**src/rtl/core/crbt_pkg.sv**
```systemverilog
// Package: types, mode and kind codes, character constants of the tokenizer.
package crbt_pkg;

    localparam int MODE_W = 3;
    localparam int KIND_W = 3;
    localparam int CHAR_W = 8;

    // Parse modes
    localparam logic [MODE_W-1:0] MODE_SEL_SKIP  = 3'd0;
    localparam logic [MODE_W-1:0] MODE_SEL_TEXT  = 3'd1;
    localparam logic [MODE_W-1:0] MODE_NAME_SKIP = 3'd2;
    localparam logic [MODE_W-1:0] MODE_NAME_TEXT = 3'd3;
    localparam logic [MODE_W-1:0] MODE_VAL_SKIP  = 3'd4;
    localparam logic [MODE_W-1:0] MODE_VAL_TEXT  = 3'd5;

    // Token kinds
    localparam logic [KIND_W-1:0] KIND_SEL_CHAR    = 3'd0;
    localparam logic [KIND_W-1:0] KIND_NAME_CHAR   = 3'd1;
    localparam logic [KIND_W-1:0] KIND_VAL_CHAR    = 3'd2;
    localparam logic [KIND_W-1:0] KIND_SEL_COMMIT  = 3'd3;
    localparam logic [KIND_W-1:0] KIND_SEL_DISCARD = 3'd4;
    localparam logic [KIND_W-1:0] KIND_PAIR_COMMIT = 3'd5;
    localparam logic [KIND_W-1:0] KIND_NAME_DISC   = 3'd6;

    // Characters with a role of their own
    localparam logic [CHAR_W-1:0] CH_LBRACE = 8'h7B;
    localparam logic [CHAR_W-1:0] CH_RBRACE = 8'h7D;
    localparam logic [CHAR_W-1:0] CH_SEMI   = 8'h3B;
    localparam logic [CHAR_W-1:0] CH_COLON  = 8'h3A;
    localparam logic [CHAR_W-1:0] CH_NL     = 8'h0A;
    localparam logic [CHAR_W-1:0] CH_AT     = 8'h40;
    localparam logic [CHAR_W-1:0] CH_HASH   = 8'h23;
    localparam logic [CHAR_W-1:0] CH_SPACE  = 8'h20;

    // Token queue; depth must be a power of two
    localparam int QUEUE_DEPTH = 4;
    localparam int PTR_W       = $clog2(QUEUE_DEPTH);
    localparam int CNT_W       = $clog2(QUEUE_DEPTH + 1);

    typedef struct packed {
        logic [KIND_W-1:0] kind;
        logic [CHAR_W-1:0] out_char;
        logic              stream_done;
        logic              run_last;
    } token_t;

    // Decoder result for one character: up to two tokens and the new mode
    typedef struct packed {
        logic [1:0]        count;
        token_t            first;
        token_t            second;
        logic [MODE_W-1:0] mode_next;
    } dec_t;

endpackage

```
**src/rtl/core/crbt_if.sv**
```systemverilog
// Channel interfaces: character input and token output.
interface crbt_in_if;
    logic       valid;
    logic       ready;
    logic [7:0] ch;
    logic       final_char;

    modport source (output valid, output ch, output final_char, input ready);
    modport sink (input valid, input ch, input final_char, output ready);
endinterface

interface crbt_out_if;
    logic       valid;
    logic       ready;
    logic [2:0] kind;
    logic [7:0] out_char;
    logic       stream_done;
    logic       run_last;

    modport source (output valid, output kind, output out_char, output stream_done,
                    output run_last, input ready);
    modport sink (input valid, input kind, input out_char, input stream_done,
                  input run_last, output ready);
endinterface

```
**src/rtl/core/crbt_decode.sv**
```systemverilog
// Character class decode and mode transition for one character.
module crbt_decode
(
    input  logic [7:0]         ch,
    input  logic               final_char,
    input  logic [2:0]         mode_cur,
    output crbt_pkg::dec_t     dec
);
    import crbt_pkg::*;

    localparam logic [CHAR_W-1:0] CH_STAR   = 8'h2A;
    localparam logic [CHAR_W-1:0] CH_DOT    = 8'h2E;
    localparam logic [CHAR_W-1:0] CH_DASH   = 8'h2D;
    localparam logic [CHAR_W-1:0] CH_LBRACK = 8'h5B;
    localparam logic [CHAR_W-1:0] CH_RBRACK = 8'h5D;
    localparam logic [CHAR_W-1:0] CH_DQUOTE = 8'h22;
    localparam logic [CHAR_W-1:0] CH_SQUOTE = 8'h27;

    logic              is_letter;
    logic              is_digit;
    logic              sel_start;
    logic              name_char;
    logic              val_start;
    logic [MODE_W-1:0] mode;
    logic [MODE_W-1:0] mode_mid;
    logic              tok_hit;
    token_t            tok_char;
    token_t            tok_end;

    assign is_letter = (ch >= 8'h61 && ch <= 8'h7A) || (ch >= 8'h41 && ch <= 8'h5A);
    assign is_digit  = (ch >= 8'h30 && ch <= 8'h39);
    assign sel_start = is_letter || is_digit || ch == CH_AT || ch == CH_STAR ||
                       ch == CH_DOT || ch == CH_COLON || ch == CH_DASH ||
                       ch == CH_HASH || ch == CH_LBRACK || ch == CH_RBRACK;
    assign name_char = is_letter || is_digit || ch == CH_DASH;
    assign val_start = is_letter || is_digit || ch == CH_DASH || ch == CH_DOT ||
                       ch == CH_HASH || ch == CH_DQUOTE || ch == CH_SQUOTE;

    // unreachable codes behave as selector skip
    assign mode = (mode_cur > MODE_VAL_TEXT) ? MODE_SEL_SKIP : mode_cur;

    always_comb
    begin
        mode_mid = mode;
        tok_hit  = 1'b0;
        tok_char = '0;
        unique case (mode)
            MODE_SEL_TEXT:
            begin
                tok_hit = 1'b1;
                if (ch == CH_LBRACE)
                begin
                    tok_char.kind = KIND_SEL_COMMIT;
                    mode_mid      = MODE_NAME_SKIP;
                end
                else
                begin
                    tok_char.kind     = KIND_SEL_CHAR;
                    tok_char.out_char = ch;
                end
            end
            MODE_NAME_SKIP:
            begin
                if (ch == CH_RBRACE)
                begin
                    mode_mid = MODE_SEL_SKIP;
                end
                else if (name_char)
                begin
                    tok_hit           = 1'b1;
                    tok_char.kind     = KIND_NAME_CHAR;
                    tok_char.out_char = ch;
                    mode_mid          = MODE_NAME_TEXT;
                end
            end
            MODE_NAME_TEXT:
            begin
                if (ch == CH_COLON)
                begin
                    mode_mid = MODE_VAL_SKIP;
                end
                else if (ch == CH_SEMI)
                begin
                    tok_hit       = 1'b1;
                    tok_char.kind = KIND_NAME_DISC;
                    mode_mid      = MODE_NAME_SKIP;
                end
                else if (ch != CH_NL)
                begin
                    tok_hit           = 1'b1;
                    tok_char.kind     = KIND_NAME_CHAR;
                    tok_char.out_char = ch;
                end
            end
            MODE_VAL_SKIP:
            begin
                if (val_start)
                begin
                    tok_hit           = 1'b1;
                    tok_char.kind     = KIND_VAL_CHAR;
                    tok_char.out_char = ch;
                    mode_mid          = MODE_VAL_TEXT;
                end
            end
            MODE_VAL_TEXT:
            begin
                tok_hit = 1'b1;
                if (ch == CH_SEMI)
                begin
                    tok_char.kind = KIND_PAIR_COMMIT;
                    mode_mid      = MODE_NAME_SKIP;
                end
                else if (ch == CH_RBRACE)
                begin
                    tok_char.kind = KIND_PAIR_COMMIT;
                    mode_mid      = MODE_SEL_SKIP;
                end
                else
                begin
                    tok_char.kind     = KIND_VAL_CHAR;
                    tok_char.out_char = (ch == CH_NL) ? CH_SPACE : ch;
                end
            end
            default: // selector skip
            begin
                if (ch == CH_LBRACE)
                begin
                    tok_hit       = 1'b1;
                    tok_char.kind = KIND_SEL_COMMIT;
                    mode_mid      = MODE_NAME_SKIP;
                end
                else if (sel_start)
                begin
                    tok_hit           = 1'b1;
                    tok_char.kind     = KIND_SEL_CHAR;
                    tok_char.out_char = ch;
                    mode_mid          = MODE_SEL_TEXT;
                end
            end
        endcase
    end

    // end-of-stylesheet event, seen against the mode after this character
    always_comb
    begin
        tok_end             = '0;
        tok_end.stream_done = 1'b1;
        tok_end.run_last    = 1'b1;
        if (mode_mid == MODE_SEL_SKIP || mode_mid == MODE_SEL_TEXT)
        begin
            tok_end.kind = KIND_SEL_DISCARD;
        end
        else
        begin
            tok_end.kind = KIND_PAIR_COMMIT;
        end
    end

    always_comb
    begin
        dec           = '0;
        dec.mode_next = final_char ? MODE_SEL_SKIP : mode_mid;
        if (tok_hit)
        begin
            dec.first          = tok_char;
            dec.first.run_last = !final_char;
            dec.second         = tok_end;
            dec.count          = final_char ? 2'd2 : 2'd1;
        end
        else
        begin
            dec.first = tok_end;
            dec.count = final_char ? 2'd1 : 2'd0;
        end
    end

endmodule

```
**src/rtl/core/crbt_queue.sv**
```systemverilog
// Token queue: takes up to two tokens per cycle, hands out one per cycle while the sink is ready.
module crbt_queue
(
    input  logic             clk,
    input  logic             rst_n,
    input  logic             push,
    input  crbt_pkg::dec_t   dec,
    output logic             space,
    crbt_out_if.source       token
);
    import crbt_pkg::*;

    token_t             entry_reg [QUEUE_DEPTH];
    logic [PTR_W-1:0]   wr_ptr_reg;
    logic [PTR_W-1:0]   wr_ptr_next;
    logic [PTR_W-1:0]   wr_ptr_inc;
    logic [PTR_W-1:0]   rd_ptr_reg;
    logic [PTR_W-1:0]   rd_ptr_next;
    logic [CNT_W-1:0]   count_reg;
    logic [CNT_W-1:0]   count_next;
    logic [1:0]         n_push;
    logic               pop;
    token_t             head;

    assign n_push      = push ? dec.count : 2'd0;
    assign pop         = token.valid && token.ready;
    assign wr_ptr_inc  = wr_ptr_reg + PTR_W'(1);
    assign wr_ptr_next = wr_ptr_reg + PTR_W'(n_push);
    assign rd_ptr_next = rd_ptr_reg + PTR_W'(pop);
    assign count_next  = count_reg + CNT_W'(n_push) - CNT_W'(pop);

    // room for a worst-case character regardless of the output side
    assign space = (count_reg <= CNT_W'(QUEUE_DEPTH - 2));

    always_ff @(posedge clk or negedge rst_n)
    begin
        if (!rst_n)
        begin
            wr_ptr_reg <= '0;
            rd_ptr_reg <= '0;
            count_reg  <= '0;
        end
        else
        begin
            wr_ptr_reg <= wr_ptr_next;
            rd_ptr_reg <= rd_ptr_next;
            count_reg  <= count_next;
        end
    end

    always_ff @(posedge clk)
    begin
        if (n_push != 2'd0)
        begin
            entry_reg[wr_ptr_reg] <= dec.first;
        end
        if (n_push == 2'd2)
        begin
            entry_reg[wr_ptr_inc] <= dec.second;
        end
    end

    assign head              = entry_reg[rd_ptr_reg];
    assign token.valid       = (count_reg != '0);
    assign token.kind        = head.kind;
    assign token.out_char    = head.out_char;
    assign token.stream_done = head.stream_done;
    assign token.run_last    = head.run_last;

endmodule

```
**src/rtl/core/css_rule_block_tokenizer.sv**
```systemverilog
// Top level of the CSS rule-block tokenizer.
// The block reads a stylesheet one character per transfer on the text channel
// and tags each useful character as selector, property name or property value,
// plus commit and discard events, on the token channel. One character is taken
// every cycle while the four-entry token queue has room for two tokens; a
// character gives zero, one or two tokens, registered in the queue before they
// show on the token channel. The token side hands out one token per cycle
// while token.ready is high, so one character per cycle holds as long as,
// on average, no more than one token comes per character; the queue occupancy
// alone sets text.ready, with no path from token.ready to text.ready.
// After the character flagged final_char, an end event (stream_done set) is
// given and the mode returns to selector skip, so a new stylesheet may follow
// at once. There are no configuration registers.
module css_rule_block_tokenizer
(
    input  logic        clk,
    input  logic        rst_n,
    crbt_in_if.sink     text,
    crbt_out_if.source  token
);
    import crbt_pkg::*;

    logic [MODE_W-1:0] mode_reg;
    logic [MODE_W-1:0] mode_next;
    logic              accept;
    logic              space;
    dec_t              dec;

    assign text.ready = space;
    assign accept     = text.valid && text.ready;

    // class decode and next mode, straight from the incoming character
    crbt_decode u_decode
    (
        .ch         (text.ch),
        .final_char (text.final_char),
        .mode_cur   (mode_reg),
        .dec        (dec)
    );

    assign mode_next = accept ? dec.mode_next : mode_reg;

    always_ff @(posedge clk or negedge rst_n)
    begin
        if (!rst_n)
        begin
            mode_reg <= MODE_SEL_SKIP;
        end
        else
        begin
            mode_reg <= mode_next;
        end
    end

    // result registers: tokens wait here until the sink takes them
    crbt_queue u_queue
    (
        .clk   (clk),
        .rst_n (rst_n),
        .push  (accept),
        .dec   (dec),
        .space (space),
        .token (token)
    );

endmodule

```
**src/flat_wrapper.sv**
```systemverilog
// flat-port wrapper written by rule: the top's interface ports become plain ports
module css_rule_block_tokenizer_flat import crbt_pkg::*;
  (clk, rst_n, text_valid, text_ch, text_final_char, text_ready, token_valid, token_kind, token_out_char, token_stream_done, token_run_last, token_ready);
  crbt_in_if text_i ();
  crbt_out_if token_i ();
  input  logic clk;
  input  logic rst_n;
  input wire logic [$bits(text_i.valid)-1:0] text_valid;
  input wire logic [$bits(text_i.ch)-1:0] text_ch;
  input wire logic [$bits(text_i.final_char)-1:0] text_final_char;
  output wire logic [$bits(text_i.ready)-1:0] text_ready;
  output wire logic [$bits(token_i.valid)-1:0] token_valid;
  output wire logic [$bits(token_i.kind)-1:0] token_kind;
  output wire logic [$bits(token_i.out_char)-1:0] token_out_char;
  output wire logic [$bits(token_i.stream_done)-1:0] token_stream_done;
  output wire logic [$bits(token_i.run_last)-1:0] token_run_last;
  input wire logic [$bits(token_i.ready)-1:0] token_ready;
  assign text_i.valid = text_valid;
  assign text_i.ch = text_ch;
  assign text_i.final_char = text_final_char;
  assign text_ready = text_i.ready;
  assign token_valid = token_i.valid;
  assign token_kind = token_i.kind;
  assign token_out_char = token_i.out_char;
  assign token_stream_done = token_i.stream_done;
  assign token_run_last = token_i.run_last;
  assign token_i.ready = token_ready;
  css_rule_block_tokenizer u_core (.clk(clk), .rst_n(rst_n), .text(text_i), .token(token_i));
endmodule
```
**config.mk**
```make
export PLATFORM = sky130hd
export DESIGN_NAME = css_rule_block_tokenizer_flat
export DESIGN_NICKNAME = d
export VERILOG_FILES = /design/src/rtl/core/crbt_pkg.sv /design/src/rtl/core/crbt_if.sv /design/src/rtl/core/crbt_decode.sv /design/src/rtl/core/crbt_queue.sv /design/src/rtl/core/css_rule_block_tokenizer.sv /design/src/flat_wrapper.sv
export SDC_FILE = /design/constraint.sdc
export NUM_CORES = 1
export LEC_CHECK = 0
export BUFFER_PORTS_ARGS = -buffer_cell sky130_fd_sc_hd__clkbuf_2
export CAP_MARGIN = 20
export CELL_PAD_IN_SITES_DETAIL_PLACEMENT = 0
export CELL_PAD_IN_SITES_GLOBAL_PLACEMENT = 2
export CORE_MARGIN = 4
export CORE_UTILIZATION = 43
export CTS_CLUSTER_SIZE = 24
export DETAILED_ROUTE_END_ITERATION = 10
export PLACE_DENSITY_LB_ADDON = 0.1
export SYNTH_ARGS = -nofsm -noshare
export SYNTH_HDL_FRONTEND = slang
export SYNTH_HIERARCHICAL = 1
export SYNTH_SLANG_ARGS = --single-unit
```
**constraint.sdc**
```tcl
create_clock -name clk -period 4.7 [get_ports clk]
set_input_delay 0.47 -clock clk [delete_from_list [all_inputs] [get_ports clk]]
set_output_delay 0.47 -clock clk [all_outputs]
set_load 0.01 [all_outputs]
```
* Word level (Yosys, flattened, before mapping)
Memories as Yosys holds them, arrays and structs flattened.
Index checks and enable logic that the tools add are counted.
W data, S select, Z words.
** Word-level totals
- Register bits :: 10
- Word-level logic and storage cells :: 116
- Input port bits :: 13
- Memories :: 1
- Bits in writable memories :: 52
** Memory list
- u_core.u_queue.entry_reg :: depth 4, width 13, read ports 1, clocked after memory_dff 0, wr ports 2, line crbt_queue.sv:13 : token_t entry_reg [QUEUE_DEPTH];
** Cells by class
- Mux-type cells :: 50
- Reductions and logical operators :: 26
- Order comparisons :: 8
- Add/sub/neg operators :: 5
- Equal/unequal tests :: 22
** Operators with widths (number)
- $eq A8 B6 Y1 const B :: 8
- $mux W8 :: 7
- $pmux W11 S5 :: 1
- $mux W3 :: 16
- $eq A8 B7 Y1 const B :: 5
- $mux W9 :: 3
- $ge A8 B7 Y1 const B :: 2
- $le A8 B7 Y1 const B :: 2
- $logic_or A1 B1 Y1 :: 16
- $mux W15 :: 1
- $pmux W3 S5 :: 1
- $mux W1 :: 14
- $mux W13 :: 1
- $mux W11 :: 1
- $mux W10 :: 1
- $eq A8 B4 Y1 const B :: 1
- $ge A8 B6 Y1 const B :: 1
- $le A8 B6 Y1 const B :: 1
- $ne A8 B4 Y1 const B :: 1
- $eq A3 B1 Y1 const B :: 2
- $eq A3 B2 Y1 const B :: 2
- $eq A3 B3 Y1 const B :: 2
- $mux W2 :: 3
- $logic_and A1 B1 Y1 :: 5
- other kinds (14) :: 14

* Logic depth before layout (Yosys ltp)
- Depth in word-level cells :: 23
- Gate-level depth with buffers :: 16

* Cells and area by module
Netlist, hierarchy kept.
** Modules (own cells, without submodules)
- crbt_queue :: times used 1, area an instance 2987.9 µm², cells an instance 171
- crbt_decode :: times used 1, area an instance 1038.5 µm², cells an instance 149
- css_rule_block_tokenizer :: times used 1, area an instance 130.1 µm², cells an instance 8

* Least setup slack after synthesis
OpenSTA, ideal clock, no wires.
- Path type :: input to register
- From :: in text_ch[1]
- To :: mem u_core/u_queue/entry_reg[1][0] in the netlist's numbering (data pin)
- Setup time :: 0.260 ns
- Stages :: 12
- Setup slack :: 0.724 ns
- Arrival :: 3.716 ns
- Cell sequence :: buf_4 -> inv_1 -> o32a_1 -> or4_4 -> and3_4 -> buf_6 -> a22oi_1 -> ha_1 -> clkbuf_1 -> nor4_1 -> buf_4 -> mux2_2
** RTL lines
- from (decl) :: line flat_wrapper.sv:9 : input wire logic [$bits(text_i.ch)-1:0] text_ch;
- to (decl) :: line crbt_queue.sv:13

==> metrics.yaml <==
status: "complete, no violations"
use_met3_pct: 3.52
grt_usage_pct: 16.9
cpMostUsedCell: "buf_4"
clock-root-buffer: "clkbuf_8"
fp.coreArea_mm2: 0.00933
fin_setup_tns_ps: 0
start_kind: "flop"
clock.fmax_mhz: 257
antenna_found_initial: 0
row_count: 35
cp_data_required_time_ps: 4770
io_buffers: 27
ys_seq_area_share_pct: 43.6
vias_per_cell: 5.47
routabilityCongestion: 0.761
final_area_mm2: 0.00457
slew_violations: 0
whs_ps: 424
gr-usage-met2_pct: 28.4
drv_cap: 0
routed_wl_mm: 8.98
finalCritPeriodShare_pct: 82.7
hold_viol: 0
worstPathArrival_ps: 3960
die_y_um: 106
multiInputGateArea_mm2: 0.00212
max_stage_delay_ps: 480
n_fill_cell: 847
min_path_type: "input port to flop"
p_leak_nw: 1.70
grt_max_degree: 16
worstPathMaxFanout: 13
grt_use_met1_pct: 22.1
cts_sinks: 62
cts_max_level: 3
die_w_um: 106
clock_latency_ps: 330
cts_buffers: 9
critPathCaptureType: "flop"
cts_tree: "done"
first_pass_iters: 4
drtIter0Drc: 99
synth-edff-count: 52
fin_skew_ps: 13.2
ios: 28
synthFlopType: "edfxtp_1"
post-route-drc-count: 0
start_util_pct: 44.6
crit_type: "flop to flop"
synth_seq_cells: 62
diodes: 0
rsz0062_at_grt: "false"
ys_warn_count: 6
p_total_mw: 2.05
syn_inst: 328
crit_chain: "nand2b_1 -> a211oi_1 -> o211ai_1 -> and3_4 -> a22oi_1 -> buf_4 -> ha_1 -> nand2_2 -> or4b_1 -> buf_4 -> mux2_4"
netlist_area_mm2: 0.00416
busiest_layer: "met2"
path_clk_slew_ps: 70
post-place-cells: 468
avgSynthCellArea_um2: 12.7
async_reset_ff_share_pct: 16.1
wire_per_inst_um: 18.5
syn_to_final_growth_pct: 9.93
setup_viol: 0
period_minus_slack_ps: 3880
placed_area_mm2: 0.00436
maxSlewHeadroom_pct: 38.7
ys_types: 66
ant_nets: 0
num_vias: 2655
nNetsFinal: 370
cts_setup_buffers: 0
die-area_mm2: 0.0113
slowest_stage: "dfrtp_1"
area.sequential_mm2: 0.00181
tightest_slew_ps: 920
p_per_area_mw_per_mm2: 448
largest_reg_flops: 52
instances_no_fill: 485
hpwl_mm: 6.33
clock_path_buffers: 2
drive_gt1_share_pct: 41.0
vdd_ir_drop_max_mv: 0.157
gr-total-overflow: 0
grt_pass1_wl_mm: 14.7
grt_pass1_vias: 2675
-- critical path, delay by kind of cell (launching register included) --
family | cells | cell delay, ps
buf+inv | 2 | 460
compound gates | 3 | 890
fa+ha+maj | 1 | 260
mux | 1 | 310
flops | 1 | 480
simple gates | 4 | 1200
-- layout make-up --
cell class                 count  share of cell area (%)
timing repair buffer          39                    4.98
inverter                      12                   0.986
clock inverter                 4                    1.01
tap                          129                    3.53
multi-input combinational    227                    46.4
sequential                    62                    39.6
clock buffer                  12                    3.40
-- synth_stat cells, drive strengths merged, types with 2 or more instances --
cell type	instances	area share, %
xor2	4	0.84
xnor2	6	1.3
edfxtp	52	38
or4	2	0.54
a211oi	11	2.5
nand2b	4	0.60
o21a	3	0.54
ha	5	1.5
nand3	5	0.60
nor3b	2	0.36
a21o	2	0.36
o22ai	2	0.63
mux4	13	7.0
or4b	3	0.90
a21boi	2	0.36
o21ai	9	1.4
a31oi	2	0.30
mux2	56	16
inv	12	1.1
nor2	11	0.99
dfrtp	10	6.0
nor4	4	0.60
o211ai	2	0.36
nand3b	2	0.36
and3	2	0.42
and4b	4	0.96
and2	5	0.75
nand2	17	1.7
a21oi	8	1.1
nand4	2	0.30
buf	28	4.8
clkbuf	7	0.63
and3b	2	0.42
nand4b	3	0.63
nor3	6	0.72
-- cells by family (layout without fill, tap and decap cells) --
| logic type | Yosys count | count (layout) | share of synthesized area (%) |
|---|---|---|---|
| adder cells (fa/ha/maj) | 6 | 6 | 1.99 |
| multiplexers | 69 | 69 | 23.4 |
| AO/OA/AOI/OAI | 53 | 53 | 10.1 |
| buffers and inverters | 47 | 67 | 6.50 |
| AND/OR/NAND/NOR | 80 | 80 | 12.3 |
| other | 1 | 9 | 0.0902 |
| XOR/XNOR | 10 | 10 | 2.11 |
| flip-flops | 62 | 62 | 43.6 |
-- what timing repair did --
item                                   4_1_cts  5_1_grt
endpoints found under the hold margin        8        0
hold buffers                                 1        0
gates resized for setup                      0        0
-- cells in the final DEF, fill, tap and decap left out, drive strengths merged, types with 2 or more instances in the layout --
master	synthesis	layout
a21oi	8	8
o211ai	2	2
ha	5	5
o21ai	9	9
and3b	2	2
dfrtp	10	10
a211oi	11	11
nand3	5	5
nor3	6	6
conb	1	9
mux4	13	13
or4	2	2
or4b	3	3
edfxtp	52	52
and2	5	5
inv	12	12
nand3b	2	2
xor2	4	4
a21o	2	2
mux2	56	56
clkbuf	7	39
buf	28	11
nand4	2	2
o21a	3	3
nand2	17	17
nor2	11	11
a31oi	2	2
clkinv	0	2
nand4b	3	3
nand2b	4	4
and4b	4	4
o22ai	2	2
a21boi	2	2
xnor2	6	6
and3	2	2
nor3b	2	2
nor4	4	4
-- final timing paths --
check	depth (start not counted)	slack [ps]	end	startpoint
setup / recovery	11	820	u_core/u_queue/entry_reg[3][11]	u_core/mode_reg[2]
hold / removal	3	420	u_core/u_queue/rd_ptr_reg[1]	token_ready
setup reg to reg	11	820	u_core/u_queue/entry_reg[3][11]	u_core/mode_reg[2]
hold reg to reg	1	500	u_core/u_queue/count_reg[2]	u_core/u_queue/count_reg[2]
max in group asynchronous	2	3940	u_core/u_queue/rd_ptr_reg[1]	rst_n
min in group asynchronous	2	540	u_core/u_queue/count_reg[1]	rst_n
-- layer usage --
| metal | share of wire, % | vias up |
|---|---|---|
| met5 | 0 | - |
| met1 | 45 | 1299 |
| met3 | 3.8 | 6 |
| met2 | 50 | 56 |
| met4 | 0.95 | 0 |
| li1 | - | 1294 |
-- where the power goes --
part	total [mW]	switching (mW)	internal (mW)
sequential	0.825	0.110	0.714
combinational	0.747	0.356	0.391
clock	0.478	0.206	0.272
-- through the flow --
| stage | setup WS (ps) | util, % |
|---|---|---|
| after floorplan | 724 | - |
| after CTS | 857 | 49.0 |
| after global placement | 637 | 46.7 |
| after detailed placement | 542 | 46.7 |
| final | 815 | 49.0 |
| after global routing | 569 | 49.0 |
Note: power is estimated with default switching activity, not from simulation.
